$ cat src/rtl/assert_macros.svh
// Assertion helpers used by the RTL core.
`ifndef ASSERT_MACROS_SVH
`define ASSERT_MACROS_SVH

// Property checked at every rising clock edge outside reset.
`define ASSERT_ALWAYS(lbl, clk, rst_n, prop, msg) \
    lbl: assert property (@(posedge clk) disable iff (!rst_n) (prop)) else $error(msg);

// Same-cycle implication.
`define ASSERT_IMPLIES(lbl, clk, rst_n, ante, cons, msg) \
    lbl: assert property (@(posedge clk) disable iff (!rst_n) (ante) |-> (cons)) \
        else $error(msg);

// Next-cycle implication.
`define ASSERT_NEXT(lbl, clk, rst_n, ante, cons, msg) \
    lbl: assert property (@(posedge clk) disable iff (!rst_n) (ante) |=> (cons)) \
        else $error(msg);

`endif

$ cat src/rtl/ugcc_ram.sv
module ugcc_ram #(
    parameter int WIDTH = 64,
    parameter int DEPTH = 64
) (
    input  logic                             clk,
    input  logic                             wr_en,
    input  logic [$clog2(DEPTH)-1:0]         wr_addr,
    input  logic [WIDTH-1:0]                 wr_data,
    input  logic                             rd_en,
    input  logic [$clog2(DEPTH)-1:0]         rd_addr,
    output logic [WIDTH-1:0]                 rd_data
);

    logic [WIDTH-1:0] mem [DEPTH];

    always_ff @(posedge clk)
    begin
        if (wr_en)
        begin
            mem[wr_addr] <= wr_data;
        end
        if (rd_en)
        begin
            rd_data <= mem[rd_addr];
        end
    end

endmodule

$ cat config.mk
export PLATFORM = sky130hd
export DESIGN_NAME = ugcc_ram
export DESIGN_NICKNAME = d
export VERILOG_FILES = /design/src/rtl/assert_macros.svh /design/src/rtl/ugcc_ram.sv
export SDC_FILE = /design/constraint.sdc
export NUM_CORES = 2
export LEC_CHECK = 0
export ABC_CLOCK_PERIOD_IN_PS = 6900
export BUFFER_PORTS_ARGS = -buffer_cell sky130_fd_sc_hd__buf_4
export CAP_MARGIN = 10
export CORE_MARGIN = 2
export CORE_UTILIZATION = 55
export CTS_CLUSTER_DIAMETER = 150
export DETAILED_ROUTE_END_ITERATION = 12
export MAX_ROUTING_LAYER = met4
export PLACE_DENSITY = 0.85
export SLEW_MARGIN = 20
export SYNTH_ARGS = -nofsm -noshare
export SYNTH_HDL_FRONTEND = slang
export SYNTH_SLANG_ARGS = --single-unit
$ cat constraint.sdc
create_clock -name clk -period 6.9 [get_ports clk]
set_clock_uncertainty 0.05 [all_clocks]
set_input_delay 1.725 -clock clk [delete_from_list [all_inputs] [get_ports clk]]
set_output_delay 1.725 -clock clk [all_outputs]
set_load 0.005 [all_outputs]
==> out/summary.md, run 1 <==
The flow did not finish. The tools report the stopping stage as global routing (5_1_grt). The tool reported: "[ERROR GRT-0228] Horizontal edge usage exceeds the maximum allowed. (52, 28) usage=65535 limit=3000". The initialized floorplan defines 196 standard-cell rows. The number of hold buffers added after CTS was 0.

The flop and latch count out of synthesis is 4160. Clock tree synthesis found a total of 4160 sinks. The H-tree generated during clock tree synthesis spans 5 levels. The number of nets handed over by synthesis was 6677.

Summing all placed instances gives a cell area of 164000 um2. The leading area contributor after synthesis was sky130_fd_sc_hd__edfxtp_1. The root buffer cell chosen for the clock tree is sky130_fd_sc_hd__clkbuf_16. The number of gates given a new drive strength after cts is 0, and the die extent in x is 538 um. In the synthesized netlist, the number of instances is 6598.

The total clock buffers created by CTS was 382. The number of port buffers is 142, and the number of post-CTS setup repair buffers is 0. The count of yosys warnings during synthesis was 0; the effective utilization at floorplan was 55.2%. Entering global routing, the biggest net connects 95 pins. The post-placement setup slack came out at 1990 ps. Counting along the longest clock path gives a buffer depth of 4.

The detailed placer's ending HPWL was 236 mm; the distinct cell type count of the synthesized netlist was 32. For the summed instance area of the synthesized netlist, the log shows 157000 um2. The die is 538 um tall. By area the synthesized netlist is led by sky130_fd_sc_hd__edfxtp_1, sky130_fd_sc_hd__mux4_2, sky130_fd_sc_hd__mux2i_1.

For this run, the register share of the synthesized area comes to 79.6%. Pin placement for this block handled 143 I/O pins. The top-area cell type share of the netlist area was 79.6%; the final estimated routing congestion in global placement was 0.835. The initial antenna violation count is 41. The average instance in the mapped netlist occupies 23.8 um2.
cells in the mapped netlist:
cell type                      n
sky130_fd_sc_hd__or3b_2        1
sky130_fd_sc_hd__mux2i_1     135
sky130_fd_sc_hd__a22oi_1     168
sky130_fd_sc_hd__nor3_1        2
sky130_fd_sc_hd__buf_2       170
sky130_fd_sc_hd__a31oi_1      18
sky130_fd_sc_hd__or3_1        29
sky130_fd_sc_hd__nor2b_1      28
sky130_fd_sc_hd__and2_1        3
sky130_fd_sc_hd__a211oi_1     63
sky130_fd_sc_hd__buf_1        20
sky130_fd_sc_hd__buf_6         6
sky130_fd_sc_hd__mux4_2     1024
sky130_fd_sc_hd__o221ai_1     38
sky130_fd_sc_hd__inv_1        19
sky130_fd_sc_hd__clkbuf_1    140
sky130_fd_sc_hd__nand3_1      45
sky130_fd_sc_hd__nand3b_1      2
sky130_fd_sc_hd__a22o_1       88
sky130_fd_sc_hd__buf_4        34
sky130_fd_sc_hd__nor2_1      112
sky130_fd_sc_hd__nand4b_1      1
sky130_fd_sc_hd__nand2_1      58
sky130_fd_sc_hd__a41oi_1      26
sky130_fd_sc_hd__nand2b_1     11
sky130_fd_sc_hd__or2_2        28
sky130_fd_sc_hd__a2bb2oi_1    19
sky130_fd_sc_hd__nand4_1       2
sky130_fd_sc_hd__a31o_1        1
sky130_fd_sc_hd__edfxtp_1   4160
sky130_fd_sc_hd__o22ai_1      83
sky130_fd_sc_hd__and3_1       64
kinds of logic after synthesis:
kind of cell / share of synthesized area, %
flops: 79.6
simple gates: 1.23
compound gates: 2.47
mux: 15.6
buf+inv: 1.18
stage by stage:
step,utilization (%),cells
floorplan,-,6598
global placement,57.7,10400
detailed placement,57.7,10400
CTS,62.1,11100
==> run 2: changes to the inputs <==
- ABC_CLOCK_PERIOD_IN_PS: 6900 -> 8970
- CORE_UTILIZATION: 55 -> 40
- CTS_CLUSTER_DIAMETER: 150 -> not set
- MAX_ROUTING_LAYER: met4 -> not set
- PLACE_DENSITY: 0.85 -> not set
- PLACE_DENSITY_LB_ADDON: not set -> 0.15
- clock period: 6.9 -> 8.97 ns (I/O delays scaled with it)
==> out/summary.md, run 2 <==
The flow ran to the end, and the final reports show no timing, DRC or antenna violations. The routed layout has 75.8k vias. Port buffering added 142 buffers. The sequential cell area is 125000 um2.

Static timing analysis puts the maximum clock frequency at 0.209 GHz. The worst setup path is launched from a primary input. The top cell type by area accounts for 79.6% of the synthesized area. The number of nets still failing antenna checks after routing was 0; the share of synthesized flip-flops with an asynchronous set or reset was 0%. The number of nets in the synthesized netlist is 6677. Counting the fill cells in the layout gives 32.5k.

Worst reg2reg path depth: 5. Summing the sequential cell areas from Yosys gives 79.6% of the chip area. TritonCTS built the clock tree.

In the synthesized netlist, the number of instances is 6598. The final critical path takes up 53.3% of the cycle. For the global-route congestion overflow total, the log shows 0. The initialized floorplan defines 230 standard-cell rows.

After detailed routing, the number of vias per cell comes to 6.02. Counting I/O delays and the setup requirement, the final critical path takes 4780 ps. Register with the highest flop count: mem. In the final layout, the registers with the most flip-flops are mem: 4096 flops, rd_data: 64 flops.

The run gives 39 as the initial antenna violation count. During synthesis, Yosys emitted a total of 0 warnings. Ranked by total cell area, the synthesized netlist is headed by sky130_fd_sc_hd__edfxtp_1, sky130_fd_sc_hd__mux4_2, sky130_fd_sc_hd__mux2i_1. The final number of hold-violating endpoints came out at 0. Share of layout cells above drive strength 1: 27.5%. Reg-to-reg startpoint: mem[55][11]$_DFFE_PP_. Setup slack on the worst reg-to-reg path comes out at 6620 ps. Critical path capture point type: a flip-flop. Setup repair after global routing left no endpoint under its margin. The violation count after the first detailed-route iteration came out at 9202. Synthesis inferred 4160 register bits. The run gives 125 as the pin count of the biggest net entering global routing. For the pin with the worst max-slew slack, the measured transition is 1210 ps. In the final design database the tool counted 7092 nets. In the layout the commonest cells are sky130_fd_sc_hd__edfxtp_1, sky130_fd_sc_hd__mux4_2, sky130_fd_sc_hd__clkbuf_16, sky130_fd_sc_hd__buf_4, sky130_fd_sc_hd__a22oi_1. Measured on the finished design, the core utilization comes to 45.6%. The synthesized design spends more area on one cell type than any other, namely sky130_fd_sc_hd__edfxtp_1.

The worst hold-check path type was reg -> reg. The start point of the critical path was rd_addr[0]. The worst setup path is of the in -> reg kind.

At the end of routability-driven placement, the weighted congestion stood at 0.762. CTS sink count: 4160. The tools report the worst setup path endpoint as rd_data[23]$_DFFE_PP_. For the wire length of the first global-routing pass, the log shows 647 mm. Across every metal layer, demand over resource in global routing totals 23.6%.

Compared with the post-synthesis result, the final layout area differs by 13.8%. The first detailed-routing pass took 5 iterations. For this block, the routed nets add up to 473 mm of wire. The total placed instance area was 165000 um2; the clock input transition at the sequential cells of the worst setup and hold paths was 60 ps. For the final-layout setup total negative slack, the log shows 0 ps. The number of pins with negative max-slew slack in the final report was 0.

The most frequently used cell type in the post-synthesis netlist was sky130_fd_sc_hd__edfxtp_1. The wire-length estimate of the detail-placed layout is 246 mm. In the final layout, the multi-input gates occupy 30800 um2. The tools report the buffer type at the clock tree root as sky130_fd_sc_hd__clkbuf_16. The netlist uses 32 different library cells. Max-cap violations in this run came to 0. Post-cts hold buffer count: 0. The worst relative slew slack came out at 19.5%.

Among all flip-flop cells after synthesis, the most frequent one is sky130_fd_sc_hd__edfxtp_1. Once the floorplan was initialized, standard cells occupied 40.1% of the core. In this run the critical register-to-register path is captured at rd_data[11]$_DFFE_PP_.

In this run the worst path has a maximum fanout of 60. 143 I/O pins were placed. At the worst endpoint, the required time is 9610 ps. Clock tree synthesis inserted a total of 432 buffers. The synthesized design contains 4160 enable-type register cells.

The run gives 397000 um2 as the die area. Sorting the synthesized cells by how often they occur yields sky130_fd_sc_hd__edfxtp_1, sky130_fd_sc_hd__mux4_2, sky130_fd_sc_hd__buf_2. After detailed routing, the average wire length per cell comes to 37.6 um. In this run the power density over the cells is 227 nW/um2. The die is 630 um wide.

For the worst-skew pair, the clock arrives at the later sink with an insertion delay of 980 ps. The floorplan step set the die height to 630 um. After clock tree synthesis, the repair step resized 0 gates. The summed instance area of the synthesized netlist is 157000 um2, and the setup-violating endpoint count in the final report is 0.

IR analysis of the VDD net gives a maximum drop of 168 uV. Number of post-CTS setup repair buffers: 0. The arrival time of data at the critical path endpoint came out at 5420 ps. In this run the static leakage power is 55.0 nW. The register with the most flip-flops in the layout has 4096 of them. In this run the number of H-tree levels came out at 5. The number of global-route vias before repair was 76.7k. Most frequent standard cell in the layout excluding fill and tap cells: sky130_fd_sc_hd__edfxtp_1. The core region is 392000 um2. With fillers left out, the area of the finished cells amounts to 179000 um2. No sink is reached through more buffers than the 4 on the longest clock path. After detailed routing, the number of remaining DRC violations is 0. The post-synthesis average cell area works out to 23.8 um2.
## run 2: cell counts after synthesis
No cell type changed its count.
## run 2: cells by family after synthesis
family / after synthesis / share of synthesized area (%)
flip-flops: 4160 / 79.6
multiplexers: 1159 / 15.6
buffers and inverters: 389 / 1.18
AND/OR/NAND/NOR: 386 / 1.23
AO/OA/AOI/OAI: 504 / 2.47
## run 2: final cells by class
type                            count  area share [%]
Timing Repair Buffer              351            1.73
Antenna cell                       12          0.0168
Tap cell                         5220            3.66
Clock inverter                    230           0.989
Multi-Input combinational cell   2049            17.2
Sequential cell                  4160            69.9
Clock buffer                      552            6.38
Inverter                           19          0.0399
## run 2: worst min-delay path by stage
stage,depth (start not counted),startpoint,endpoint,slack [ps]
detailed placement,4,mem[44][30]$_DFFE_PP_,rd_data[30]$_DFFE_PP_,850
CTS,4,mem[47][30]$_DFFE_PP_,rd_data[30]$_DFFE_PP_,850
global placement,4,mem[46][30]$_DFFE_PP_,rd_data[30]$_DFFE_PP_,840
global route,4,mem[44][26]$_DFFE_PP_,rd_data[26]$_DFFE_PP_,900
floorplan,4,mem[30][61]$_DFFE_PP_,rd_data[61]$_DFFE_PP_,810
finish,4,mem[36][34]$_DFFE_PP_,rd_data[34]$_DFFE_PP_,860
## run 2: metal layers
metal,global-route usage (%),wire (um),vias up
li1,-,-,29400
met5,0,65,-
met2,38.7,230000,3086
met4,5.99,12500,6
met1,33.2,198000,42600
met3,3.60,31600,620
## run 2: stage by stage
stage	hold WS [ps]	power [W]	worst slack (ps)	std cells
floorplan	815	0.0230	1240	6598
detailed placement	847	0.0239	3150	11800
finish	863	0.0405	4190	12600
global placement	836	0.0239	3140	11800
CTS	852	0.0408	4200	12600
global route	904	0.0416	3970	12600
## run 2: power breakdown
group          switching [W]  internal [W]  leakage (nW)  total, W
combinational        0.00117      0.000677          11.1   0.00185
clock                0.00748       0.00948          6.38    0.0170
sequential         0.0000856        0.0216          37.5    0.0217
## run 2: worst max-delay path: stages
cell and delay [ps]:
sky130_fd_sc_hd__buf_16 370, sky130_fd_sc_hd__buf_12 410, sky130_fd_sc_hd__buf_4 490, sky130_fd_sc_hd__mux4_2 570, sky130_fd_sc_hd__mux2i_1 170, sky130_fd_sc_hd__o22ai_1 120, sky130_fd_sc_hd__a31oi_1 580, sky130_fd_sc_hd__a211oi_1 100
Note: power is estimated with default switching activity, not from simulation.
